--- config.mk ---
export PLATFORM = sky130hd
export DESIGN_NAME = light_level_hysteresis_detector_top
export DESIGN_NICKNAME = d
export VERILOG_FILES = /design/src/design/lhd_pkg.sv /design/src/design/light_level_hysteresis_detector_top.sv /design/src/design/lhd_block_mean.sv
export VERILOG_INCLUDE_DIRS = /design/src /design/src/design
export SDC_FILE = /design/constraint.sdc
export NUM_CORES = 1
export LEC_CHECK = 0
export ABC_CLOCK_PERIOD_IN_PS = 15960
export BUFFER_PORTS_ARGS = -buffer_cell sky130_fd_sc_hd__buf_2
export CAP_MARGIN = 20
export CORE_MARGIN = 8
export CORE_UTILIZATION = 50
export DETAILED_ROUTE_END_ITERATION = 7
export GPL_TIMING_DRIVEN = 0
export HOLD_SLACK_MARGIN = 0.03
export PLACE_DENSITY = 0.64
export SETUP_SLACK_MARGIN = 0.3
export SLEW_MARGIN = 20
export SYNTH_ARGS = -nofsm -noshare
export SYNTH_HDL_FRONTEND = slang
export SYNTH_SLANG_ARGS = --single-unit
--- constraint.sdc ---
create_clock -name clk_i -period 15.96 [get_ports clk_i]
set_clock_uncertainty 0.2 [all_clocks]
set_input_delay 0.798 -clock clk_i [delete_from_list [all_inputs] [get_ports clk_i]]
set_output_delay 0.798 -clock clk_i [all_outputs]
set_load 0.05 [all_outputs]
--- src/design/assert_macros.svh ---
// shared assertion macros
`ifndef ASSERT_MACROS_SVH
`define ASSERT_MACROS_SVH

// expression must hold at every clock edge out of reset
`define ASSERT_ALWAYS(label, clk, rst_n, expr, msg) \
  label: assert property (@(posedge clk) disable iff (!rst_n) (expr)) \
    else $error(msg);

// consequent must hold in the same cycle as the antecedent
`define ASSERT_IMPLY(label, clk, rst_n, ante, cons, msg) \
  label: assert property (@(posedge clk) disable iff (!rst_n) (ante) |-> (cons)) \
    else $error(msg);

`endif

--- src/design/lhd_pkg.sv ---
package lhd_pkg;

  // field widths
  localparam int LIGHT_W     = 12;
  localparam int LEVEL_OUT_W = 12;
  localparam int CFG_W       = 12;
  localparam int WEIGHT_W    = 7;
  localparam int CFG_IDX_W   = 2;
  localparam int EVENT_W     = 2;

  // parameter defaults and limits
  localparam int SAMPLES_PER_BLOCK_DEF = 10;
  localparam int SAMPLE_BITS_DEF       = 12;
  localparam int SAMPLE_BITS_MAX       = 16;
  localparam int CMP_W                 = SAMPLE_BITS_MAX + 1;

  // register reset values
  localparam logic [CFG_W-1:0]    THRESHOLD_RST = 12'd2048;
  localparam logic [CFG_W-1:0]    MARGIN_RST    = 12'd200;
  localparam logic [WEIGHT_W-1:0] WEIGHT_RST    = 7'd60;
  localparam logic [WEIGHT_W-1:0] PERCENT_FULL  = 7'd100;

  typedef enum logic [CFG_IDX_W-1:0] {
    REG_DARK_THRESHOLD    = 2'd0,
    REG_HYSTERESIS_MARGIN = 2'd1,
    REG_SMOOTHING_WEIGHT  = 2'd2
  } cfg_reg_e;

  typedef enum logic [EVENT_W-1:0] {
    EVENT_NONE = 2'd0,
    EVENT_LIT  = 2'd1,
    EVENT_DARK = 2'd2
  } light_event_e;

  // status from the block mean front end
  typedef struct packed {
    logic head_busy;
    logic mean_valid;
  } bm_status_t;

endpackage

--- src/design/light_level_hysteresis_detector_top.sv ---
// path: sample, block sum, mean product, weighted sum, divide product and output registers
// throughput: one sample per cycle unless the output stalls; with one sample per block, a
//   sample waits while the last is held, for the feedback via the weight and /100 multipliers
// reset: asynchronous active low; clears counters, sum and valids, average to full scale,
//   lit room, registers to threshold 2048, margin 200, weight 60
`include "assert_macros.svh"

module light_level_hysteresis_detector_top import lhd_pkg::*; #(
  parameter int SAMPLES_PER_BLOCK = SAMPLES_PER_BLOCK_DEF,
  parameter int SAMPLE_BITS       = SAMPLE_BITS_DEF
) (
  input  logic                   clk_i,
  input  logic                   rst_ni,
  // configuration write port
  input  logic                   cfg_we_i,
  input  logic [CFG_IDX_W-1:0]   cfg_idx_i,
  input  logic [CFG_W-1:0]       cfg_wdata_i,
  // sample channel
  input  logic                   in_valid_i,
  output logic                   in_stall_o,
  input  logic [LIGHT_W-1:0]     light_sample_i,
  // result channel
  output logic                   out_valid_o,
  input  logic                   out_stall_i,
  output logic [LEVEL_OUT_W-1:0] smoothed_level_o,
  output logic                   dark_flag_o,
  output logic [EVENT_W-1:0]     light_event_o
);

  localparam int  LVL_W     = SAMPLE_BITS;
  localparam int  NUM_W     = LVL_W + WEIGHT_W;
  // reciprocal of 100: ceil(2^K100 / 100), exact for numerators below 2^NUM_W
  localparam int  K100      = NUM_W + 7;
  localparam int  M100_W    = K100 - 5;
  localparam logic [M100_W-1:0] Mul100 = M100_W'(((64'd1 << K100) + 64'd99) / 64'd100);
  localparam int  P_W       = NUM_W + M100_W;
  localparam bit  OneSample = (SAMPLES_PER_BLOCK == 1);

  // configuration registers
  logic [CFG_W-1:0]    thr_q;
  logic [CFG_W-1:0]    margin_q;
  logic [WEIGHT_W-1:0] weight_q;

  // pipeline control
  logic       en;
  logic       in_acc;
  bm_status_t bm_status;
  logic [LVL_W-1:0] mean;

  // weight stage and divide stage
  logic                v3_q;
  logic [NUM_W-1:0]    num_q;
  logic [NUM_W-1:0]    num_d;
  logic                v4_q;
  logic [P_W-1:0]      p100_q;
  logic [WEIGHT_W-1:0] w_eff;
  logic [WEIGHT_W-1:0] w_rest;

  // average state and classification
  logic [LVL_W-1:0] avg_q;
  logic [LVL_W-1:0] avg_new;
  logic [LVL_W-1:0] avg_cur;
  logic             dark_q;
  logic             dark_d;
  logic [CFG_W:0]   upper;
  logic [CFG_W:0]   lower_s;
  logic [CMP_W-1:0] avg_cmp;
  logic             go_lit;
  logic             go_dark;
  light_event_e     event_d;

  // output register
  logic                   out_valid_q;
  logic [SAMPLE_BITS_MAX-1:0] avg_ext;
  logic [LEVEL_OUT_W-1:0] level_q;
  logic                   dark_flag_q;
  light_event_e           light_event_q;

  // the whole pipeline freezes only when a result is ready and the output is still held
  assign en         = !(v4_q && out_valid_q && out_stall_i);
  // with one sample per block, space block ends so the average feedback closes in time
  assign in_stall_o = !en || (OneSample && bm_status.head_busy);
  assign in_acc     = in_valid_i && !in_stall_o;

  always_ff @(posedge clk_i or negedge rst_ni) begin
    if (!rst_ni) begin
      thr_q    <= THRESHOLD_RST;
      margin_q <= MARGIN_RST;
      weight_q <= WEIGHT_RST;
    end else if (cfg_we_i) begin
      case (cfg_reg_e'(cfg_idx_i))
        REG_DARK_THRESHOLD:    thr_q    <= cfg_wdata_i;
        REG_HYSTERESIS_MARGIN: margin_q <= cfg_wdata_i;
        REG_SMOOTHING_WEIGHT:  weight_q <= cfg_wdata_i[WEIGHT_W-1:0];
        default: ;
      endcase
    end
  end

  // sample register, block accumulator, block mean
  lhd_block_mean #(
    .SAMPLES_PER_BLOCK(SAMPLES_PER_BLOCK),
    .SAMPLE_BITS      (SAMPLE_BITS)
  ) u_block_mean (
    .clk_i   (clk_i),
    .rst_ni  (rst_ni),
    .en_i    (en),
    .acc_i   (in_acc),
    .sample_i(light_sample_i),
    .status_o(bm_status),
    .mean_o  (mean)
  );

  // weights above 100 act as 100, so the average holds
  assign w_eff  = (weight_q > PERCENT_FULL) ? PERCENT_FULL : weight_q;
  assign w_rest = PERCENT_FULL - w_eff;

  // forward the average of the block still in the divide stage
  assign avg_new = p100_q[K100 +: LVL_W];
  assign avg_cur = v4_q ? avg_new : avg_q;

  // old times weight plus mean times the rest, at most 100 times full scale
  assign num_d = NUM_W'(avg_cur) * NUM_W'(w_eff) + NUM_W'(mean) * NUM_W'(w_rest);

  // hysteresis bounds: the lower bound may go negative and then never signals dark
  assign upper   = {1'b0, thr_q} + {1'b0, margin_q};
  assign lower_s = {1'b0, thr_q} - {1'b0, margin_q};
  assign avg_cmp = CMP_W'(avg_new);
  assign go_lit  = dark_q && (avg_cmp > CMP_W'(upper));
  assign go_dark = !dark_q && !lower_s[CFG_W] && (avg_cmp < CMP_W'(lower_s[CFG_W-1:0]));

  always_comb begin
    dark_d  = dark_q;
    event_d = EVENT_NONE;
    if (go_lit) begin
      dark_d  = 1'b0;
      event_d = EVENT_LIT;
    end else if (go_dark) begin
      dark_d  = 1'b1;
      event_d = EVENT_DARK;
    end
  end

  always_ff @(posedge clk_i or negedge rst_ni) begin
    if (!rst_ni) begin
      v3_q        <= 1'b0;
      v4_q        <= 1'b0;
      avg_q       <= '1;
      dark_q      <= 1'b0;
      out_valid_q <= 1'b0;
    end else begin
      if (en) begin
        v3_q <= bm_status.mean_valid;
        v4_q <= v3_q;
        if (v4_q) begin
          avg_q  <= avg_new;
          dark_q <= dark_d;
        end
      end
      if (en && v4_q) begin
        out_valid_q <= 1'b1;
      end else if (!out_stall_i) begin
        out_valid_q <= 1'b0;
      end
    end
  end

  assign avg_ext = SAMPLE_BITS_MAX'(avg_new);

  // payload registers
  always_ff @(posedge clk_i) begin
    if (en) begin
      num_q  <= num_d;
      p100_q <= P_W'(num_q) * P_W'(Mul100);
    end
    if (en && v4_q) begin
      level_q       <= avg_ext[LEVEL_OUT_W-1:0];
      dark_flag_q   <= dark_d;
      light_event_q <= event_d;
    end
  end

  assign out_valid_o      = out_valid_q;
  assign smoothed_level_o = level_q;
  assign dark_flag_o      = dark_flag_q;
  assign light_event_o    = light_event_q;

  // two block means never reach the weight stage in adjacent cycles
  `ASSERT_ALWAYS(a_no_adjacent_update, clk_i, rst_ni, !(bm_status.mean_valid && v3_q), "block means too close for average feedback")
  // a reported transition agrees with the reported flag
  `ASSERT_IMPLY(a_event_matches_flag, clk_i, rst_ni, out_valid_q, ((light_event_q == EVENT_DARK) && !dark_flag_q) == 1'b0 && ((light_event_q == EVENT_LIT) && dark_flag_q) == 1'b0, "event disagrees with dark flag")
  // the dark flag changes only when a result is produced
  `ASSERT_IMPLY(a_dark_moves_with_result, clk_i, rst_ni, dark_q != $past(dark_q), $past(en && v4_q), "dark flag changed without a result")

endmodule

--- src/design/lhd_block_mean.sv ---
module lhd_block_mean import lhd_pkg::*; #(
  parameter int SAMPLES_PER_BLOCK = SAMPLES_PER_BLOCK_DEF,
  parameter int SAMPLE_BITS       = SAMPLE_BITS_DEF
) (
  input  logic                   clk_i,
  input  logic                   rst_ni,
  input  logic                   en_i,
  input  logic                   acc_i,
  input  logic [LIGHT_W-1:0]     sample_i,
  output bm_status_t             status_o,
  output logic [SAMPLE_BITS-1:0] mean_o
);

  localparam int CLOG_N = $clog2(SAMPLES_PER_BLOCK);
  localparam int CNT_W  = (SAMPLES_PER_BLOCK > 1) ? CLOG_N : 1;
  localparam int SUM_W  = SAMPLE_BITS + CLOG_N;
  localparam int KM     = SUM_W + CLOG_N;
  localparam int MM_W   = KM + 1;
  localparam int PM_W   = SUM_W + MM_W;
  // ceil(2^KM / n), exact floor division for any sum below 2^SUM_W
  localparam logic [MM_W-1:0] MeanMul =
    MM_W'(((64'd1 << KM) + 64'(SAMPLES_PER_BLOCK) - 64'd1) / 64'(SAMPLES_PER_BLOCK));
  localparam logic [CNT_W-1:0] LastCnt = CNT_W'(SAMPLES_PER_BLOCK - 1);

  logic [SAMPLE_BITS_MAX-1:0] samp_ext;
  logic [SAMPLE_BITS-1:0]     samp_q;
  logic                       v0_q;
  logic [CNT_W-1:0]           cnt_q;
  logic [SUM_W-1:0]           sum_q;
  logic [SUM_W-1:0]           sum_add;
  logic                       last;
  logic [SUM_W-1:0]           bsum_q;
  logic                       v1_q;
  logic [PM_W-1:0]            prod_q;
  logic                       v2_q;

  // zero-extend to the largest sample width; the sample register keeps the sample width
  assign samp_ext = SAMPLE_BITS_MAX'(sample_i);
  assign sum_add  = sum_q + SUM_W'(samp_q);
  assign last     = (cnt_q == LastCnt);

  always_ff @(posedge clk_i or negedge rst_ni) begin
    if (!rst_ni) begin
      v0_q  <= 1'b0;
      v1_q  <= 1'b0;
      v2_q  <= 1'b0;
      cnt_q <= '0;
      sum_q <= '0;
    end else if (en_i) begin
      v0_q <= acc_i;
      v2_q <= v1_q;
      v1_q <= v0_q && last;
      if (v0_q) begin
        if (last) begin
          cnt_q <= '0;
          sum_q <= '0;
        end else begin
          cnt_q <= cnt_q + CNT_W'(1);
          sum_q <= sum_add;
        end
      end
    end
  end

  always_ff @(posedge clk_i) begin
    if (acc_i) begin
      samp_q <= samp_ext[SAMPLE_BITS-1:0];
    end
    if (en_i) begin
      if (v0_q && last) begin
        bsum_q <= sum_add;
      end
      prod_q <= PM_W'(bsum_q) * PM_W'(MeanMul);
    end
  end

  assign mean_o              = prod_q[KM +: SAMPLE_BITS];
  assign status_o.head_busy  = v0_q;
  assign status_o.mean_valid = v2_q;

endmodule
==> flow_summary.yaml, run 1 <==
cells_and_area:
  fin_area_um2: 24600
  fin_util: 0.541
  layout.nets: 3051
  drive_gt1_frac: 0.0699
  nFillCells: 4038
  area_growth_pct: 6.71
setup_path:
  cp_max_fo: 10
  crit_arrival_ps: 8920
  reg2reg_depth: 31
  crit_path_max_incr_delay_ps: 550
  setup.worst_path.class: "reg2reg"
  worst-path-stages: 31
  crit_required_ps: 15950
  r2r_start: "weight_q[1]$_DFFE_PN0P_"
  crit_path_top_delay_cell: "fa_1"
  crit_buf_inv: 8
  cp-start-kind: "flop"
  cp-end-kind: "flop"
  worstSetupStartpoint: "weight_q[1]$_DFFE_PN0P_"
  cp_top_family: "adder cells"
synthesis:
  synth_edf_count: 86
  yosysMostFrequentCell: "inv_1"
  netlist_top_cells_count: "inv_1, ha_1, fa_1, nand2_1, edfxtp_1"
  yosys.area.top_type: "fa_1"
  yosysSeqAreaShare: 0.189
  ys_types: 64
  syn_inst: 2208
  async_flop_share: 0.449
  netlist_area_um2: 23100
  ys.warnings.count: 0
  synth_area_leaders: "fa_1, ha_1, edfxtp_1, inv_1, dfrtp_1"
  synth_top_cell_area_share: 0.292
  syn_nets: 2983
  synth_flop_cell: "edfxtp_1"
  synth_seq_cells: 156
  postSynthAreaPerCell_um2: 10.4
worst_hold_path:
  hold_start: "v3_q$_DFFE_PN0N_"
  hold_path_class: "reg2reg"
  min_path_cells: 1
floorplanning:
  core_um2: 45500
  fp.dieH_um: 231
  initial_core_util: 0.507
  die-area_um2: 53300
  fp-row-count: 78
  die_x_um: 231
  boundaryPins: 48
clocking:
  root_buffer: "clkbuf_16"
  clk_pin_slew_worst_paths_ps: 60
  cts_buffers: 17
  cts_resized: 0
  numClockSinks: 156
  clk_latency_ps: 440
  htreeDepth: 4
  cts_buffer_depth: 2
  cts_tree: "done"
placed_design:
  portBuffers: 47
  dp_hpwl_mm: 43.0
  place.gp.congestion: 0.896
  postPlaceCellArea_um2: 24100
sta:
  drv_slew: 0
  rsz0062_at_grt: "no"
  post-route-period-util: 0.559
  clock.fmax_mhz: 112
  finalSetupTns_ps: 0
  setup_violations: 0
  hold_viol_final: 0
  worst_slew_pin_slew_ps: 1030
  finalCriticalPeriod_ps: 8930
  slew_headroom: 0.310
detailed_routing:
  routedWlPerCell_um: 17.1
  vias: 15300
  via_per_inst: 5.28
  drc: 0
  wl_mm: 49.5
  final_antenna_net_count: 0
  firstDrtPassIters: 5
  drtIter0Drc: 710
outcome:
  status: "finished, final reports clean"
grt:
  grt_usage: 0.193
  grt_start_max_net_pins: 58
  first_global_vias: 16600
  grt_antenna_before_repair: 0
  grt-ovfl-total: 0
  grt_pass1_wl_mm: 82.7
run:
  cap_violations: 0
## metal layers
layer	vias to the layer above	part of all wire	GRT usage
li1	7238	-	-
met1	7674	0.43	0.239
met2	266	0.51	0.344
met5	-	0	0
met3	82	0.037	0.0305
met4	0	0.025	0.0566
## path summary, 6_finish.rpt
| kind | slack [ps] | to |
|---|---|---|
| min reg2reg | 260 | v4_q$_DFFE_PN0N_ |
| min | 260 | v4_q$_DFFE_PN0N_ |
| max reg2reg | 7030 | num_q[18]$_DFFE_PN_ |
| max | 7030 | num_q[18]$_DFFE_PN_ |
| max in group asynchronous | 14390 | avg_q[10]$_DFFE_PN1N_ |
| min in group asynchronous | 550 | u_block_mean.sum_q[3]$_DFFE_PN0P_ |
## placed cells by master, fill, tap and decap left out, types with 8 or more instances in the layout
cell | Yosys | layout
nand4_1 | 15 | 15
and2_1 | 66 | 66
fa_1 | 337 | 337
xor2_1 | 22 | 22
a22o_1 | 8 | 8
ha_1 | 407 | 407
clkbuf_16 | 0 | 17
a21oi_1 | 68 | 68
dfrtp_1 | 50 | 50
clkbuf_1 | 27 | 30
a211oi_1 | 9 | 9
xnor2_1 | 63 | 63
nor2b_1 | 20 | 20
nand2b_1 | 17 | 17
dfstp_2 | 20 | 20
mux2_2 | 48 | 48
and3_1 | 15 | 15
inv_1 | 525 | 525
buf_2 | 0 | 46
o21a_1 | 8 | 8
o21bai_1 | 10 | 10
o21ai_0 | 39 | 39
nand2_1 | 122 | 122
nand3_1 | 22 | 22
nor2_1 | 67 | 66
edfxtp_1 | 86 | 86
a21o_1 | 32 | 32
nor3_1 | 19 | 19
## worst reg2reg max path: cells and delay by family, from the launching register on
family | cells | cell delay [ps]
flip-flops | 1 | 510
AND/OR/NAND/NOR | 4 | 810
buffers and inverters | 8 | 1250
XOR/XNOR | 1 | 90
adder cells (fa/ha/maj) | 8 | 3320
AO/OA/AOI/OAI | 10 | 2500
## cell families after synthesis
kind of cell             share of synthesized area
adder cells (fa/ha/maj)                      0.513
buffers and inverters                       0.0900
AND/OR/NAND/NOR                             0.0824
AO/OA/AOI/OAI                               0.0667
flip-flops                                   0.189
XOR/XNOR                                    0.0323
multiplexers                                0.0265
## state kept, by name (all words and copies together) (netlist names), 7 cells and up
signal,flops
avg_q,12
margin_q,12
num_q,19
p100_q,12
smoothed_level_o,12
thr_q,12
u_block_mean.bsum_q,16
u_block_mean.prod_q,12
u_block_mean.samp_q,12
u_block_mean.sum_q,16
weight_q,7
## final cells by class
class,count,area [µm²],area share
timing repair buffer,49,275,0.0112
multi-input combinational,1499,16600,0.676
antenna,1,2.50,0.000102
tap,600,751,0.0305
sequential,156,4360,0.177
clock buffer,21,440,0.0179
inverter,525,1970,0.0801
buffer,28,109,0.00442
clock inverter,11,73.8,0.00300
## per-stage QoR
| step | worst slack [ps] | std cells | hold WS [ps] |
|---|---|---|---|
| 2_1_floorplan | 8420 | 2208 | 228 |
| 3_3_place_gp | 7160 | 2855 | 240 |
| 3_5_place_dp | 7070 | 2856 | 253 |
| 4_1_cts | 7010 | 2889 | 267 |
| 5_1_grt | 6580 | 2889 | 306 |
| 6_report | 7030 | 2890 | 259 |
## timing repair
action / in CTS / in global routing
setup buffers: 0 / 0
hold buffers: 1 / 0
endpoints found under the hold margin: 13 / 0
setup endpoints to repair: 0 / 0
Power of run 1 is not shown: default switching activity piles up to over one toggle a cycle in this logic, so the estimate is an artifact.
==> inputs of run 2 (changes only) <==
- ABC_AREA: default -> 1
- ABC_CLOCK_PERIOD_IN_PS: 15960 -> 9340
- clock period: 15.96 -> 9.34 ns (I/O delays scaled with it)
==> run 2 against run 1 <==
Net effect:
- highest routed layer unchanged
- hold slack lost 200 ps
- cell count grew 23%
- die area up 6.4%
- utilization barely moved
- via count rose by 20%
- critical endpoint is now num_q[14]$_DFFE_PN_
- flip-flop and latch count is the same
- first-iteration DRC count rose by 60%
- non-clock buffer count rose by 13
- count of clock-buffer cells in the layout is 3 lower
- wire length up 18%
==> flow_summary.yaml, run 2 <==
setup_path:
  cp_max_fo: 10
  crit_arrival_ps: 7430
  cp-end-kind: "flop"
  crit_path_max_incr_delay_ps: 570
  setup.worst_path.class: "reg2reg"
  crit_path_top_delay_cell: "dfstp_2"
  cpMostUsedCell: "inv_1"
  cp-start-kind: "flop"
  crit_required_ps: 9330
floorplanning:
  core_um2: 48800
  initial_core_util: 0.505
  die_x_um: 238
  fp-row-count: 81
  boundaryPins: 48
  fp.dieH_um: 238
  die-area_um2: 56700
clocking:
  cts_tree: "done"
  cts_resized: 0
  numClockSinks: 156
  clk_pin_slew_worst_paths_ps: 70
  clk_latency_ps: 460
  cts_buffer_depth: 2
  root_buffer: "clkbuf_16"
  htreeDepth: 4
  cts_buffers: 17
detailed_routing:
  final_antenna_net_count: 0
  routedWlPerCell_um: 16.5
  wl_mm: 58.7
  top_layer_used: "met4"
  drtIter0Drc: 1136
  vias: 18300
  wl_met2_mm: 26.9
  wl_met3_mm: 3.19
  wl_met1_mm: 27.6
  firstDrtPassIters: 5
  via_per_inst: 5.13
  drc: 0
sta:
  finalCriticalPeriod_ps: 7440
  clock.fmax_mhz: 134
  rsz0062_at_grt: "no"
  whs_ps: 59.5
  hold_viol_final: 0
  finalSetupTns_ps: 0
  worst_slew_pin_slew_ps: 995
  slew_headroom: 0.332
  post-route-period-util: 0.797
  drv_slew: 0
  setup_violations: 0
grt:
  grt_antenna_before_repair: 0
  grt-ovfl-total: 0
  grt_usage: 0.216
  first_global_vias: 19100
  grt_start_max_net_pins: 55
  grt_pass1_wl_mm: 98.0
synthesis:
  synth_top_cell_area_share: 0.274
  syn_nets: 3582
  postSynthAreaPerCell_um2: 8.78
  yosysSeqAreaShare: 0.177
  synth_edf_count: 86
  yosysMostFrequentCell: "inv_1"
  syn_inst: 2807
  synth_seq_cells: 156
  ys_types: 51
  async_flop_share: 0.449
  netlist_top_cells_count: "inv_1, nand2_1, ha_1, fa_1, nor2_1"
  synth_flop_cell: "edfxtp_1"
  yosys.area.top_type: "fa_1"
  synth_area_leaders: "fa_1, ha_1, edfxtp_1, inv_1, nand2_1"
  netlist_area_um2: 24700
  ys.warnings.count: 0
cells_and_area:
  final_cell_mix: "inv_1, nand2_1, ha_1"
  regArea_um2: 4360
  reg_top3: "num_q (19), u_block_mean.bsum_q (16), u_block_mean.sum_q (16)"
  layout.nets: 3663
  area_growth_pct: 7.32
  regMostFlops: "num_q"
  drive_gt1_frac: 0.0583
  layout_commonest_cell: "inv_1"
  diodes: 0
  nFillCells: 4625
  largest_reg_flops: 19
  multi_input_area_um2: 17600
worst_hold_path:
  hold_path_class: "in2reg"
outcome:
  status: "finished, final reports clean"
placed_design:
  place.gp.congestion: 0.911
  portBuffers: 47
  dp_hpwl_mm: 51.1
run:
  cap_violations: 0
-- run 2: kinds of logic (layout without fill, tap and decap cells) --
logic type | Yosys count | count (layout) | synth area share
AOI/OAI and AO/OA | 307 | 307 | 0.0707
adders and majority gates | 744 | 744 | 0.480
and+or+nand+nor | 815 | 815 | 0.139
DFF | 156 | 156 | 0.177
xor gates and xnor gates | 63 | 63 | 0.0224
buffers and inverters | 722 | 816 | 0.111
-- run 2: path summary, 6_finish.rpt --
check | startpoint | to | slack (ps) | cells past startpoint
setup / recovery | weight_q[3]$_DFFE_PN1P_ | num_q[14]$_DFFE_PN_ | 1900 | 30
hold / removal | cfg_wdata_i[11] | thr_q[11]$_DFFE_PN1P_ | 60 | 3
setup reg to reg | weight_q[3]$_DFFE_PN1P_ | num_q[14]$_DFFE_PN_ | 1900 | 30
hold reg to reg | p100_q[26]$_DFFE_PN_ | smoothed_level_o[0]$_DFFE_PP_ | 260 | 0
max in group asynchronous | rst_ni | weight_q[3]$_DFFE_PN1P_ | 8080 | 3
min in group asynchronous | rst_ni | thr_q[10]$_DFFE_PN0P_ | 230 | 2
-- run 2: per-stage QoR --
step / setup WS (ps) / std cells / area, µm² / util
3_5_place_dp: 1990 / 3520 / 25800 / 0.527
2_1_floorplan: 2870 / 2807 / 24700 / -
6_report: 1900 / 3565 / 26500 / 0.542
5_1_grt: 1560 / 3565 / 26500 / 0.542
4_1_cts: 1960 / 3565 / 26500 / 0.542
3_3_place_gp: 2060 / 3518 / 25700 / 0.527
-- run 2: routing by layer --
layer	GRT usage	vias to the layer above
li1	-	8889
met1	0.307	8925
met2	0.349	420
met3	0.0303	64
met4	0.0480	0
met5	0	-
-- run 2: what timing repair did --
item | 4_1_cts | 5_1_grt
buffers inserted | 0 | 0
hold buffers | 13 | 0
hold endpoints to repair | 62 | 0
-- run 2: critical path: cells and delay by family, from the launching register on --
family / cells / cell delay [ps]
AND/OR/NAND/NOR: 8 / 910
XOR/XNOR: 1 / 160
adder cells (fa/ha/maj): 8 / 3580
AO/OA/AOI/OAI: 3 / 680
flip-flops: 1 / 570
buffers and inverters: 10 / 1090
-- run 2: layout make-up --
class / count / area share
buffer: 28 / 0.00487
clock buffer: 18 / 0.0162
clock inverter: 14 / 0.00506
inverter: 694 / 0.0985
multi-input combinational: 1929 / 0.664
sequential: 156 / 0.165
tap: 664 / 0.0314
timing repair buffer: 62 / 0.0154
Power of run 2 is left out for the same reason.
